`config.mk`:
```
export PLATFORM = sky130hd
export DESIGN_NAME = lsl_cell
export DESIGN_NICKNAME = d
export VERILOG_FILES = /design/src/design/lsl_pkg.sv /design/src/design/lsl_cell.sv
export SDC_FILE = /design/constraint.sdc
export NUM_CORES = 1
export LEC_CHECK = 0
export ABC_AREA = 0
export BUFFER_PORTS_ARGS = -buffer_cell sky130_fd_sc_hd__buf_2
export CELL_PAD_IN_SITES_DETAIL_PLACEMENT = 1
export CELL_PAD_IN_SITES_GLOBAL_PLACEMENT = 2
export CORE_ASPECT_RATIO = 0.7
export CORE_UTILIZATION = 28
export DETAILED_ROUTE_END_ITERATION = 12
export PLACE_DENSITY = 0.87
export SYNTH_ARGS = -nofsm -noshare
export SYNTH_HDL_FRONTEND = slang
export SYNTH_SLANG_ARGS = --single-unit
```
`constraint.sdc`:
```
create_clock -name clock -period 6.7 [get_ports clock]
set_input_delay 2.01 -clock clock [delete_from_list [all_inputs] [get_ports clock]]
set_output_delay 2.01 -clock clock [all_outputs]
set_load 0.02 [all_outputs]
```
`src/design/lsl_pkg.sv`:
```
// Shared types and constants for the bounded linked list block.
// No dependencies; used by every module in this folder.
package lsl_pkg;

   localparam int CAPACITY = 64;
   localparam int IDX_W    = $clog2(CAPACITY);
   localparam int CNT_W    = $clog2(CAPACITY + 1);
   localparam int DATA_W   = 32;

   typedef enum logic [2:0] {
      OP_APPEND     = 3'd0,
      OP_PREPEND    = 3'd1,
      OP_INSERT     = 3'd2,
      OP_DEL_FIRST  = 3'd3,
      OP_DEL_LAST   = 3'd4,
      OP_SUM        = 3'd5,
      OP_MAX        = 3'd6,
      OP_SEARCH     = 3'd7
   } op_type;

   typedef enum logic [1:0] {
      STATUS_OK    = 2'd0,
      STATUS_NOKEY = 2'd1,
      STATUS_EMPTY = 2'd2,
      STATUS_FULL  = 2'd3
   } status_type;

   typedef enum logic [1:0] {
      SEQ_IDLE,
      SEQ_EXEC,
      SEQ_WALK,
      SEQ_SPLICE
   } seq_state_type;

   typedef enum logic [2:0] {
      CELL_HOLD,
      CELL_ROTATE,
      CELL_PREPEND,
      CELL_WRITE,
      CELL_INSERT
   } cell_op_type;

   typedef struct packed {
      cell_op_type              op;
      logic [IDX_W-1:0]         pos;
      logic signed [DATA_W-1:0] value;
   } cell_cmd_type;

endpackage

```
`src/design/lsl_cell.sv`:
```
// One storage cell of the list ring: holds the entry at its list position.
// Depends on lsl_pkg.
module lsl_cell (
   input  logic                              clock,
   input  lsl_pkg::cell_cmd_type             cmd,
   input  logic [lsl_pkg::IDX_W-1:0]         idx,
   input  logic signed [lsl_pkg::DATA_W-1:0] left_value,
   input  logic signed [lsl_pkg::DATA_W-1:0] right_value,
   output logic signed [lsl_pkg::DATA_W-1:0] value
);
   import lsl_pkg::*;

   logic signed [DATA_W-1:0] value_ff;
   logic signed [DATA_W-1:0] value_in;
   logic [IDX_W:0]           slot_after;

   assign slot_after = {1'b0, cmd.pos} + {{IDX_W{1'b0}}, 1'b1};

   always_comb begin
      value_in = value_ff;
      case (cmd.op)
         CELL_ROTATE: begin
            value_in = right_value;
         end
         CELL_PREPEND: begin
            value_in = (idx == '0) ? cmd.value : left_value;
         end
         CELL_WRITE: begin
            if (idx == cmd.pos) value_in = cmd.value;
         end
         CELL_INSERT: begin
            if ({1'b0, idx} == slot_after) value_in = cmd.value;
            else if ({1'b0, idx} > slot_after) value_in = left_value;
         end
         default: begin
            value_in = value_ff;
         end
      endcase
   end

   always_ff @(posedge clock) begin
      value_ff <= value_in;
   end

   assign value = value_ff;

endmodule

```
==> impl_metrics.prom <==
# TYPE chip_impl_metric gauge
chip_impl_metric{name="fraction_of_layout_instances_using_a_drive_strength_above_1",unit="%"} 44.86
chip_impl_metric{name="detailroute.via_count",unit=""} 3181
chip_impl_metric{name="post_cts.repair.setup_buffers",unit=""} 0
chip_impl_metric{name="synth_cell_types",unit=""} 34
chip_impl_metric{name="largest_stage_delay_on_the_critical_path",unit="ns"} 0.82
chip_impl_metric{name="worst_ep_arrival_time",unit="ns"} 4.75
chip_impl_metric{name="synthDominantCellAreaShare",unit="%"} 34.09
chip_impl_info{name="synth.area.top_cells",value="edfxtp_1, o221ai_2, nand3_1, a31oi_1, or3_1"} 1
chip_impl_metric{name="maxSlewHeadroom",unit="%"} 16.96
chip_impl_metric{name="area_delta_synth_final",unit="%"} 33.42
chip_impl_metric{name="power-per-cell-area",unit="nW/µm²"} 194.2
chip_impl_metric{name="grt_first_pass_wirelength",unit="µm"} 16890
chip_impl_metric{name="synth_enable_flop_cells",unit=""} 32
chip_impl_info{name="run_status",value="complete, no violations"} 1
chip_impl_metric{name="whs_path_depth",unit=""} 3
chip_impl_metric{name="placed_area",unit="µm²"} 3598
chip_impl_metric{name="postLayoutCoreUtil",unit="%"} 38.69
chip_impl_metric{name="finalPower",unit="W"} 0.0007305
chip_impl_metric{name="firstDrtPassIters",unit=""} 4
chip_impl_metric{name="cellInternalPower",unit="W"} 0.0005061
chip_impl_metric{name="detail_route.vias_per_cell",unit=""} 5.721
chip_impl_metric{name="drt-wirelength-per-cell",unit="µm"} 19.58
chip_impl_metric{name="peakVddDrop",unit="V"} 0.00008599
chip_impl_info{name="critical_path.endpoint_type",value="register"} 1
chip_impl_metric{name="synth_warnings",unit=""} 0
chip_impl_info{name="critical_path.slowest_cell",value="a311oi_4"} 1
chip_impl_metric{name="setup_viol",unit=""} 0
chip_impl_metric{name="nets",unit=""} 546
chip_impl_metric{name="critical_path.max_fanout",unit=""} 17
chip_impl_info{name="startpoint",value="cmd[33]"} 1
chip_impl_metric{name="maximum_clock_path_buffer_count",unit=""} 2
chip_impl_metric{name="io_buffer_count",unit=""} 143
chip_impl_metric{name="syn_nets",unit=""} 423
chip_impl_metric{name="die_width",unit="µm"} 121.9
chip_impl_metric{name="achievable-frequency",unit="MHz"} 215.8
chip_impl_metric{name="grt_pass1_vias",unit=""} 3350
chip_impl_metric{name="ys_seq_area_share",unit="%"} 34.09
chip_impl_metric{name="global_placement_routability_congestion",unit=""} 0.8194
chip_impl_info{name="yosysTopAreaCell",value="edfxtp_1"} 1
chip_impl_metric{name="cts-htree-levels",unit=""} 2
chip_impl_metric{name="post-route-drc-count",unit=""} 0
chip_impl_metric{name="grt_overall_usage",unit="%"} 20.75
chip_impl_metric{name="maxSlewViolCount",unit=""} 0
chip_impl_metric{name="power_frac_seq",unit="%"} 35.5
chip_impl_info{name="synth.most_common_cell",value="nand3_1"} 1
chip_impl_info{name="startpoint_kind_of_the_worst_setup_timing_path",value="input pin"} 1
chip_impl_metric{name="fillerInstances",unit=""} 1188
chip_impl_metric{name="power.share.combinational",unit="%"} 28.7
chip_impl_metric{name="drt_iter0_markers",unit=""} 146
chip_impl_metric{name="drt.antenna.violating_nets",unit=""} 0
chip_impl_metric{name="power.switching_fraction",unit="%"} 30.72
chip_impl_metric{name="power.net_switching",unit="W"} 0.0002244
chip_impl_info{name="tritoncts",value="yes"} 1
chip_impl_info{name="crit_path_frequent_cell",value="nand3_1"} 1
chip_impl_metric{name="ys_async_sr_fraction",unit="%"} 0
chip_impl_info{name="ys_dominant_reg_cell",value="edfxtp_1"} 1
chip_impl_metric{name="total_routed_wirelength",unit="µm"} 10890
chip_impl_metric{name="die_y",unit="µm"} 85.95
chip_impl_metric{name="hold_slack",unit="ns"} 2.083
chip_impl_info{name="top_family_by_delay_on_critical_path",value="compound AO/OA/AOI/OAI gates"} 1
chip_impl_metric{name="min_period_over_period",unit="%"} 69.15
chip_impl_metric{name="sequential_cell_area",unit="µm²"} 960.9
chip_impl_metric{name="starting_density_of_the_core",unit="%"} 29.00
chip_impl_info{name="synth_common_cells",value="nand3_1, nor2_1, a31oi_1, edfxtp_1, or3_1"} 1
chip_impl_metric{name="fp-row-count",unit=""} 30
chip_impl_metric{name="pin_count_of_the_biggest_net_entering_global_routing",unit=""} 65
chip_impl_info{name="hold_path_startpoint",value="right_value[21]"} 1
chip_impl_metric{name="yosys_register_bits",unit=""} 32
chip_impl_metric{name="syn-cell-area",unit="µm²"} 2819
chip_impl_info{name="criticalPathCategory",value="input pin to register"} 1
chip_impl_metric{name="period_needed",unit="ns"} 4.633
chip_impl_metric{name="max_cap_viol_count",unit=""} 0
chip_impl_metric{name="largest_register_ffs",unit=""} 32
chip_impl_metric{name="top_level_ports",unit=""} 144
chip_impl_metric{name="dieArea",unit="µm²"} 10480
chip_impl_metric{name="grt-ovfl-total",unit=""} 0
chip_impl_metric{name="insertedDiodeCount",unit=""} 0
chip_impl_metric{name="multi_input_area",unit="µm²"} 1705
chip_impl_metric{name="clk_pin_slew",unit="ns"} 0.06
chip_impl_metric{name="path_buf_inv",unit=""} 2
chip_impl_info{name="rsz0062_at_grt",value="false"} 1
chip_impl_metric{name="cts.hold.buffers_added",unit=""} 0
chip_impl_metric{name="worstMarginPinSlew",unit="ns"} 1.246
chip_impl_metric{name="totalNegativeSetupSlack",unit="ns"} 0
chip_impl_metric{name="cp.depth",unit=""} 10
chip_impl_metric{name="post_cts.resized_instances",unit=""} 0
chip_impl_metric{name="required",unit="ns"} 6.81
chip_impl_info{name="path_cells",value="buf_2, ha_1, nand3_1, xor2_1, ha_1, nand3_1, a311oi_4, buf_4, nand3_1, a31oi_1"} 1
chip_impl_metric{name="grt_antenna_before_repair",unit=""} 0
chip_impl_metric{name="clock_sinks",unit=""} 32
chip_impl_metric{name="finalHoldViolCount",unit=""} 0
chip_impl_metric{name="place_hpwl",unit="µm"} 7629
chip_impl_metric{name="placeable_core_region",unit="µm²"} 9722
chip_impl_metric{name="post_synth.cell_area_avg",unit="µm²"} 9.273
chip_impl_info{name="cts.root.buffer_cell",value="clkbuf_16"} 1
chip_impl_metric{name="power.clock.fraction",unit="%"} 35.8
chip_impl_info{name="holdCritPathClass",value="input pin to register"} 1
chip_impl_metric{name="instance_count_of_the_mapped_netlist",unit=""} 304
chip_impl_metric{name="tritoncts.num_buffers",unit=""} 5
chip_impl_metric{name="leakage",unit="nW"} 1.400
chip_impl_metric{name="post-route-cell-area",unit="µm²"} 3761
==> tightest hold or removal path: cells and delay by family <==
kind / cells / cell delay, ns
compound gates: 1 / 0.12
buf+inv: 1 / 0.07
simple gates: 1 / 0.04
==> final timing paths <==
check	endpoint	slack, ns
worst min-delay path	value[21]$_DFFE_PP_	2.08
worst max-delay path	value[13]$_DFFE_PP_	2.07
==> metal layers <==
layer	routed length, µm	GRT usage, %
met1	4859	26.83
met2	5029	34.51
met3	909	4.920
met4	88	5.499
met5	0	0
==> placed cells by master (no fill, tap or decap) <==
cell type,netlist,layout
buf_2,6,143
nand3_1,69,69
nor2_1,34,34
a31oi_1,33,33
or3_1,32,32
edfxtp_1,32,32
o221ai_2,30,30
ha_1,7,7
buf_4,3,6
xnor2_1,5,5
clkbuf_16,0,5
xor2_1,4,4
inv_1,3,3
nand2b_1,2,2
o221ai_1,2,2
o21ai_0,2,2
clkinv_1,0,2
and3_1,1,1
nor3b_2,0,1
a311o_1,1,1
a311oi_4,0,1
or4_4,1,1
nor3_4,1,1
nand3b_1,1,1
o41a_4,1,1
or3b_2,0,1
nand2_1,1,1
a21oi_1,1,1
a21o_1,1,1
a211oi_1,1,1
nand4_1,1,1
o311ai_0,1,1
a22o_2,0,1
bufinv_16,0,1
==> through the flow <==
stage | setup WS (ns) | cells
after global routing | 1.904 | 556
after global placement | 1.953 | 548
after detailed placement | 1.792 | 548
after floorplan | 2.467 | 304
after CTS | 2.087 | 556
final | 2.067 | 556
==> logic make-up after synthesis <==
| group | count (synthesis) | share of synthesized area [%] |
|---|---|---|
| flip-flops | 32 | 34.09 |
| buffers and inverters | 36 | 6.258 |
| XOR/XNOR | 9 | 2.796 |
| AND/OR/NAND/NOR | 145 | 26.72 |
| adder cells (fa/ha/maj) | 7 | 3.107 |
| AO/OA/AOI/OAI | 75 | 27.03 |
==> power groups by stage <==
| stage | clock network, W | registers, W | logic, W |
|---|---|---|---|
| after floorplan | 0 | 0.000298 | 0.0000825 |
| final | 0.000261 | 0.000259 | 0.000210 |
| after global routing | 0.000270 | 0.000262 | 0.000228 |
| after detailed placement | 0 | 0.000264 | 0.000210 |
| after global placement | 0 | 0.000263 | 0.000205 |
| after CTS | 0.000266 | 0.000260 | 0.000210 |
==> area by class of cell <==
| class | count | share of cell area (%) |
|---|---|---|
| Tap cell | 128 | 4.258 |
| Multi-Input combinational cell | 236 | 45.34 |
| Clock buffer | 5 | 3.327 |
| Timing Repair Buffer | 149 | 20.23 |
| Clock inverter | 3 | 0.9980 |
| Inverter | 3 | 0.2994 |
| Sequential cell | 32 | 25.55 |
Note: power is estimated with default switching activity, not from simulation.
