==> config.mk <==
export PLATFORM = sky130hd
export DESIGN_NAME = lsl_seq
export DESIGN_NICKNAME = d
export VERILOG_FILES = /design/src/design/lsl_pkg.sv /design/src/design/lsl_seq.sv
export SDC_FILE = /design/constraint.sdc
export NUM_CORES = 1
export LEC_CHECK = 0
export ABC_CLOCK_PERIOD_IN_PS = 4300
export BUFFER_PORTS_ARGS = -buffer_cell sky130_fd_sc_hd__clkbuf_2
export CORE_ASPECT_RATIO = 1.75
export CORE_UTILIZATION = 57
export DETAILED_ROUTE_END_ITERATION = 8
export GPL_ROUTABILITY_DRIVEN = 1
export PLACE_DENSITY = 0.88
export SLEW_MARGIN = 10
export SYNTH_ARGS = -nofsm -noshare
export SYNTH_HDL_FRONTEND = slang
export SYNTH_SLANG_ARGS = --single-unit
==> constraint.sdc <==
create_clock -name clock -period 4.3 [get_ports clock]
set_input_delay 0 -clock clock [delete_from_list [all_inputs] [get_ports clock]]
set_output_delay 0 -clock clock [all_outputs]
set_load 0.05 [all_outputs]
==> src/design/lsl_pkg.sv <==
// Shared types and constants for the bounded linked list block.
// No dependencies; used by every module in this folder.
package lsl_pkg;

   localparam int CAPACITY = 64;
   localparam int IDX_W    = $clog2(CAPACITY);
   localparam int CNT_W    = $clog2(CAPACITY + 1);
   localparam int DATA_W   = 32;

   typedef enum logic [2:0] {
      OP_APPEND     = 3'd0,
      OP_PREPEND    = 3'd1,
      OP_INSERT     = 3'd2,
      OP_DEL_FIRST  = 3'd3,
      OP_DEL_LAST   = 3'd4,
      OP_SUM        = 3'd5,
      OP_MAX        = 3'd6,
      OP_SEARCH     = 3'd7
   } op_type;

   typedef enum logic [1:0] {
      STATUS_OK    = 2'd0,
      STATUS_NOKEY = 2'd1,
      STATUS_EMPTY = 2'd2,
      STATUS_FULL  = 2'd3
   } status_type;

   typedef enum logic [1:0] {
      SEQ_IDLE,
      SEQ_EXEC,
      SEQ_WALK,
      SEQ_SPLICE
   } seq_state_type;

   typedef enum logic [2:0] {
      CELL_HOLD,
      CELL_ROTATE,
      CELL_PREPEND,
      CELL_WRITE,
      CELL_INSERT
   } cell_op_type;

   typedef struct packed {
      cell_op_type              op;
      logic [IDX_W-1:0]         pos;
      logic signed [DATA_W-1:0] value;
   } cell_cmd_type;

endpackage

==> src/design/lsl_seq.sv <==
// Sequencer: decodes transactions, drives the cell ring and walks the head cell.
// Depends on lsl_pkg.
module lsl_seq (
   input  logic                              clock,
   input  logic                              reset,
   input  logic                              start,
   output logic                              busy,
   input  logic [2:0]                        req_opcode,
   input  logic signed [lsl_pkg::DATA_W-1:0] req_item_value,
   input  logic signed [lsl_pkg::DATA_W-1:0] req_match_key,
   input  logic signed [lsl_pkg::DATA_W-1:0] head_value,
   output lsl_pkg::cell_cmd_type             cell_cmd,
   output logic                              rsp_valid,
   output logic [1:0]                        rsp_status,
   output logic signed [lsl_pkg::DATA_W-1:0] rsp_result_value,
   output logic                              rsp_found,
   output logic [lsl_pkg::CNT_W-1:0]         rsp_entry_count
);
   import lsl_pkg::*;

   seq_state_type            state_ff, state_in;
   op_type                   op_ff, op_in;
   logic signed [DATA_W-1:0] val_ff, val_in;
   logic signed [DATA_W-1:0] key_ff, key_in;
   logic [CNT_W-1:0]         count_ff, count_in;
   logic [IDX_W-1:0]         step_ff, step_in;
   logic signed [DATA_W-1:0] acc_ff, acc_in;
   logic                     hit_ff, hit_in;
   logic [IDX_W-1:0]         pos_ff, pos_in;
   logic                     rsp_valid_ff, rsp_valid_in;
   status_type               rsp_status_ff, rsp_status_in;
   logic signed [DATA_W-1:0] rsp_result_ff, rsp_result_in;
   logic                     rsp_found_ff, rsp_found_in;
   logic [CNT_W-1:0]         rsp_count_ff, rsp_count_in;

   logic is_full, is_empty, in_range, last_step;

   assign is_full   = (count_ff == CNT_W'(CAPACITY));
   assign is_empty  = (count_ff == '0);
   assign in_range  = ({{(CNT_W-IDX_W){1'b0}}, step_ff} < count_ff);
   assign last_step = (step_ff == IDX_W'(CAPACITY - 1));

   // next state
   always_comb begin
      state_in = state_ff;
      case (state_ff)
         SEQ_IDLE: begin
            if (start) state_in = SEQ_EXEC;
         end
         SEQ_EXEC: begin
            if ((op_ff == OP_INSERT && !is_full) || op_ff == OP_SUM ||
                op_ff == OP_SEARCH || (op_ff == OP_MAX && !is_empty))
               state_in = SEQ_WALK;
            else
               state_in = SEQ_IDLE;
         end
         SEQ_WALK: begin
            if (last_step)
               state_in = (op_ff == OP_INSERT && hit_in) ? SEQ_SPLICE : SEQ_IDLE;
         end
         SEQ_SPLICE: begin
            state_in = SEQ_IDLE;
         end
         default: begin
            state_in = SEQ_IDLE;
         end
      endcase
   end

   // outputs to the ring
   always_comb begin
      busy           = (state_ff != SEQ_IDLE);
      cell_cmd.op    = CELL_HOLD;
      cell_cmd.pos   = pos_ff;
      cell_cmd.value = val_ff;
      case (state_ff)
         SEQ_EXEC: begin
            case (op_ff)
               OP_APPEND: begin
                  if (!is_full) begin
                     cell_cmd.op  = CELL_WRITE;
                     cell_cmd.pos = count_ff[IDX_W-1:0];
                  end
               end
               OP_PREPEND: begin
                  if (!is_full) cell_cmd.op = CELL_PREPEND;
               end
               OP_DEL_FIRST: begin
                  if (!is_empty) cell_cmd.op = CELL_ROTATE;
               end
               default: begin
                  cell_cmd.op = CELL_HOLD;
               end
            endcase
         end
         SEQ_WALK: begin
            cell_cmd.op = CELL_ROTATE;
         end
         SEQ_SPLICE: begin
            cell_cmd.op = CELL_INSERT;
         end
         default: begin
            cell_cmd.op = CELL_HOLD;
         end
      endcase
   end

   // datapath
   always_comb begin
      op_in         = op_ff;
      val_in        = val_ff;
      key_in        = key_ff;
      count_in      = count_ff;
      step_in       = step_ff;
      acc_in        = acc_ff;
      hit_in        = hit_ff;
      pos_in        = pos_ff;
      rsp_valid_in  = 1'b0;
      rsp_status_in = STATUS_OK;
      rsp_result_in = '0;
      rsp_found_in  = 1'b0;
      rsp_count_in  = count_ff;
      case (state_ff)
         SEQ_IDLE: begin
            if (start) begin
               op_in  = op_type'(req_opcode);
               val_in = req_item_value;
               key_in = req_match_key;
               step_in = '0;
               acc_in  = '0;
               hit_in  = 1'b0;
               pos_in  = '0;
            end
         end
         SEQ_EXEC: begin
            case (op_ff)
               OP_APPEND, OP_PREPEND: begin
                  rsp_valid_in = 1'b1;
                  if (is_full) begin
                     rsp_status_in = STATUS_FULL;
                  end else begin
                     count_in     = count_ff + 1'b1;
                     rsp_count_in = count_ff + 1'b1;
                  end
               end
               OP_INSERT: begin
                  if (is_full) begin
                     rsp_valid_in  = 1'b1;
                     rsp_status_in = STATUS_FULL;
                  end
               end
               OP_DEL_FIRST, OP_DEL_LAST: begin
                  rsp_valid_in = 1'b1;
                  if (is_empty) begin
                     rsp_status_in = STATUS_EMPTY;
                  end else begin
                     count_in     = count_ff - 1'b1;
                     rsp_count_in = count_ff - 1'b1;
                  end
               end
               OP_MAX: begin
                  if (is_empty) begin
                     rsp_valid_in  = 1'b1;
                     rsp_status_in = STATUS_EMPTY;
                  end
               end
               default: begin
                  rsp_valid_in = 1'b0;
               end
            endcase
         end
         SEQ_WALK: begin
            step_in = step_ff + 1'b1;
            if (in_range) begin
               case (op_ff)
                  OP_SUM: begin
                     acc_in = acc_ff + head_value;
                  end
                  OP_MAX: begin
                     if (step_ff == '0 || head_value > acc_ff) acc_in = head_value;
                  end
                  OP_SEARCH: begin
                     if (head_value == val_ff) hit_in = 1'b1;
                  end
                  OP_INSERT: begin
                     if (!hit_ff && head_value == key_ff) begin
                        hit_in = 1'b1;
                        pos_in = step_ff;
                     end
                  end
                  default: begin
                     acc_in = acc_ff;
                  end
               endcase
            end
            if (last_step) begin
               case (op_ff)
                  OP_INSERT: begin
                     if (!hit_in) begin
                        rsp_valid_in  = 1'b1;
                        rsp_status_in = STATUS_NOKEY;
                     end
                  end
                  OP_SUM, OP_MAX: begin
                     rsp_valid_in  = 1'b1;
                     rsp_result_in = acc_in;
                  end
                  OP_SEARCH: begin
                     rsp_valid_in = 1'b1;
                     rsp_found_in = hit_in;
                  end
                  default: begin
                     rsp_valid_in = 1'b0;
                  end
               endcase
            end
         end
         SEQ_SPLICE: begin
            count_in     = count_ff + 1'b1;
            rsp_count_in = count_ff + 1'b1;
            rsp_valid_in = 1'b1;
         end
         default: begin
            rsp_valid_in = 1'b0;
         end
      endcase
   end

   always_ff @(posedge clock) begin
      if (reset) begin
         state_ff     <= SEQ_IDLE;
         count_ff     <= '0;
         rsp_valid_ff <= 1'b0;
      end else begin
         state_ff     <= state_in;
         count_ff     <= count_in;
         rsp_valid_ff <= rsp_valid_in;
      end
   end

   always_ff @(posedge clock) begin
      op_ff         <= op_in;
      val_ff        <= val_in;
      key_ff        <= key_in;
      step_ff       <= step_in;
      acc_ff        <= acc_in;
      hit_ff        <= hit_in;
      pos_ff        <= pos_in;
      rsp_status_ff <= rsp_status_in;
      rsp_result_ff <= rsp_result_in;
      rsp_found_ff  <= rsp_found_in;
      rsp_count_ff  <= rsp_count_in;
   end

   assign rsp_valid        = rsp_valid_ff;
   assign rsp_status       = rsp_status_ff;
   assign rsp_result_value = rsp_result_ff;
   assign rsp_found        = rsp_found_ff;
   assign rsp_entry_count  = rsp_count_ff;

endmodule

==> summary.md <==
| Metric | Value |
|---|---|
| Seq/Total Area, Yosys | 0.423 |
| Slew Limit Fails | 0 |
| Post-CTS Setup Bufs | 0 |
| Max IR drop VDD | 432 µV |
| Required time of the critical path | 4.48 ns |
| Post-Place Cell Area | 0.0115 mm² |
| Initial DRC Count | 778 |
| Synth warnings | 0 |
| DP Wirelength | 24600 µm |
| Num CTS Buffers | 17 |
| Commonest non-fill, non-tap cell in the layout | clkbuf_2 |
| DR WL/cell | 23.0 µm |
| Die area | 0.0188 mm² |
| Static leakage | 5.26 nW |
| Clock Skews | 0.0178 ns |
| Status | finished, final reports clean |
| Post-synth EDFFs | 111 |
| Placer Congestion | 0.972 |
| Syn_nets | 1247 |
| CP Class | reg -> reg |
| Vias in the first global route | 10300 |
| Final min period | 3.55 ns |
| GRT overflow | 0 |
| Final setup TNS | 0 ns |
| Share of cells above drive strength 1 | 0.202 |
| Starting density of the core | 0.578 |
| Avg Synthesized Cell Area | 9.73 µm² |
| Worst Path Arrival | 3.73 ns |
| Final core occ | 0.714 |
| Clock Pin Slew Worst Setup and Hold Paths | 0.07 ns |
| TritonRoute pass-1 iters | 5 |
| Final hold viol count | 0 |
| Port bufs | 186 |
| #FFs+latches synth | 164 |
| Die Span X | 104 µm |
| GRT Resource Usage Total | 0.388 |
| CTS tree | built |
| Longest Clk Path Bufs | 2 |
| Setup-failing EPs final | 0 |
| RSZ-0062 raised after global routing | false |
| CTS sink count | 164 |
| Top_reg_cell synth | edfxtp_1 |
| Row Count | 65 |
| Largest net degree at the start of global routing | 68 |
| Cells along the critical path | inv_1, ha_1, a21oi_1, o21a_1, nor2_1, o311ai_0, a31oi_2, a21oi_4, mux2_4, a222oi_1, a211oi_1 |
| Worst Setup End Kind | flop |
| IO Count | 187 |
| Residual DRC | 0 |
| Vias per Instance | 6.32 |
| Worst path slowest cell | a21oi_4 |
| Pwr Density | 377 mW/mm² |
| Clock Latency Late Sink | 0.46 ns |
| Share of synthesized registers carrying an async set or reset | 0 |
| Fin crit share | 0.825 |
| Final WL | 35900 µm |
| Most frequent cells in the layout | 186 x clkbuf_2, 111 x edfxtp_1, 97 x nor2_1, 76 x ha_1 |
| Area growth, synth to finish | 23.4% |
| Slew at the pin closest to its max-slew limit | 1.10 ns |
| Mapped Area | 0.0104 mm² |
| Fmax | 282 MHz |
| Worst Setup Start Kind | flop |
| Design area | 0.0128 mm² |
| Final #Nets | 1489 |
| CP max FO | 17 |
| Slew margin rel. | 0.263 |
| Die Ht | 181 µm |
| Initial antenna violation count | 3 |
| H-tree depth | 4 |
| Syn Inst Count | 1068 |
| Post-route ant nets | 0 |
| Hold Crit Class | in -> reg |
| Total number of vias | 9855 |
| Clock Tree Root | clkbuf_16 |
| Core Region | 0.0180 mm² |
| Netlist cell types | 82 |
| Max-Cap Viols | 0 |
| Global-route wire length before repair | 55200 µm |
| Hold_ws | 0.0533 ns |
| CP max stage delay | 0.61 ns |
[flip-flops by register name, indices dropped and copies added (netlist names)]
signal	flops
acc_ff	32
key_ff	32
op_ff	3
rsp_result_value	32
step_ff	6
state_ff	2
rsp_status	2
rsp_found	1
rsp_valid	1
count_ff	7
rsp_entry_count	7
val_ff	32
pos_ff	6
hit_ff	1
[final timing paths]
check,from,end,slack [ns],cells after the start
setup reg to reg,acc_ff[9],acc_ff[23],0.75,11
setup / recovery,acc_ff[9],acc_ff[23],0.75,11
hold reg to reg,acc_ff[27],rsp_result_value[27],0.60,1
hold / removal,start,state_ff[1],0.05,3
[critical path: cells and delay by family, from the launching register on]
kind	cells	cell delay [ns]
AOI/OAI and AO/OA	7	1.96
adders and majority gates	1	0.37
buffers and inverters	1	0.13
DFF	1	0.42
muxes	1	0.35
and+or+nand+nor	1	0.04
[cells in the mapped netlist, types with 10 or more instances]
| cell type | instances | share of area |
|---|---|---|
| edfxtp_1 | 111 | 0.32 |
| nor2_1 | 98 | 0.035 |
| ha_1 | 76 | 0.091 |
| inv_1 | 70 | 0.025 |
| xnor2_1 | 70 | 0.059 |
| a21oi_1 | 67 | 0.032 |
| nand2_1 | 63 | 0.023 |
| dfxtp_1 | 53 | 0.10 |
| o21ai_0 | 51 | 0.025 |
| clkbuf_1 | 28 | 0.010 |
| and2_1 | 25 | 0.015 |
| xor2_1 | 25 | 0.021 |
| nor3_1 | 21 | 0.010 |
| nand3_1 | 20 | 0.0096 |
| nor2b_1 | 18 | 0.011 |
| o22ai_1 | 17 | 0.010 |
| nand4_1 | 15 | 0.0090 |
| o21a_1 | 15 | 0.011 |
| a211oi_1 | 13 | 0.0094 |
| nand2b_1 | 13 | 0.0078 |
| o2bb2ai_1 | 11 | 0.0093 |
| buf_2 | 10 | 0.0048 |
[stage by stage]
step	std cells	total power (W)	setup slack, ns
after global routing	1560	0.00499	0.645
final	1560	0.00484	0.752
after CTS	1557	0.00477	0.854
after floorplan	1068	0.00279	0.586
after global placement	1457	0.00316	0.955
after detailed placement	1457	0.00318	0.859
[cell type report]
class	count	area (µm²)
clock buffer	18	439
antenna	3	7.51
tap	234	293
multi-input combinational	788	5540
fill	1304	5150
clock inverter	14	154
inverter	70	263
sequential	164	4390
timing repair buffer	269	1740
[cell families after synthesis]
family | after synthesis | synth area share
mux | 11 | 0.0117
xor+xnor | 95 | 0.0801
fa+ha+maj | 77 | 0.0934
simple gates | 315 | 0.154
buf+inv | 116 | 0.0445
compound gates | 290 | 0.194
flops | 164 | 0.423
[power breakdown]
group          leakage (nW)  internal [W]  switching (W)
sequential             1.51       0.00181      0.0000867
combinational          3.46      0.000468       0.000892
clock                 0.290      0.000878       0.000702
total                  5.26       0.00316        0.00168
[metal layers]
| layer | routed length, µm | part of all wire | global-route usage | vias to the layer above |
|---|---|---|---|---|
| met3 | 2790 | 0.078 | 0.0817 | 189 |
| met2 | 18400 | 0.51 | 0.699 | 621 |
| met1 | 11700 | 0.33 | 0.374 | 4683 |
| met4 | 3000 | 0.084 | 0.326 | 0 |
| met5 | 0 | 0 | 0 | - |
| li1 | - | - | - | 4362 |
[timing repair]
action                                  in CTS  in global routing
endpoints found under the setup margin       0                  0
hold endpoints to repair                    75                  0
hold buffers                                68                  0
gates resized for setup                      0                  0
Power figures use the tool's default switching activity.
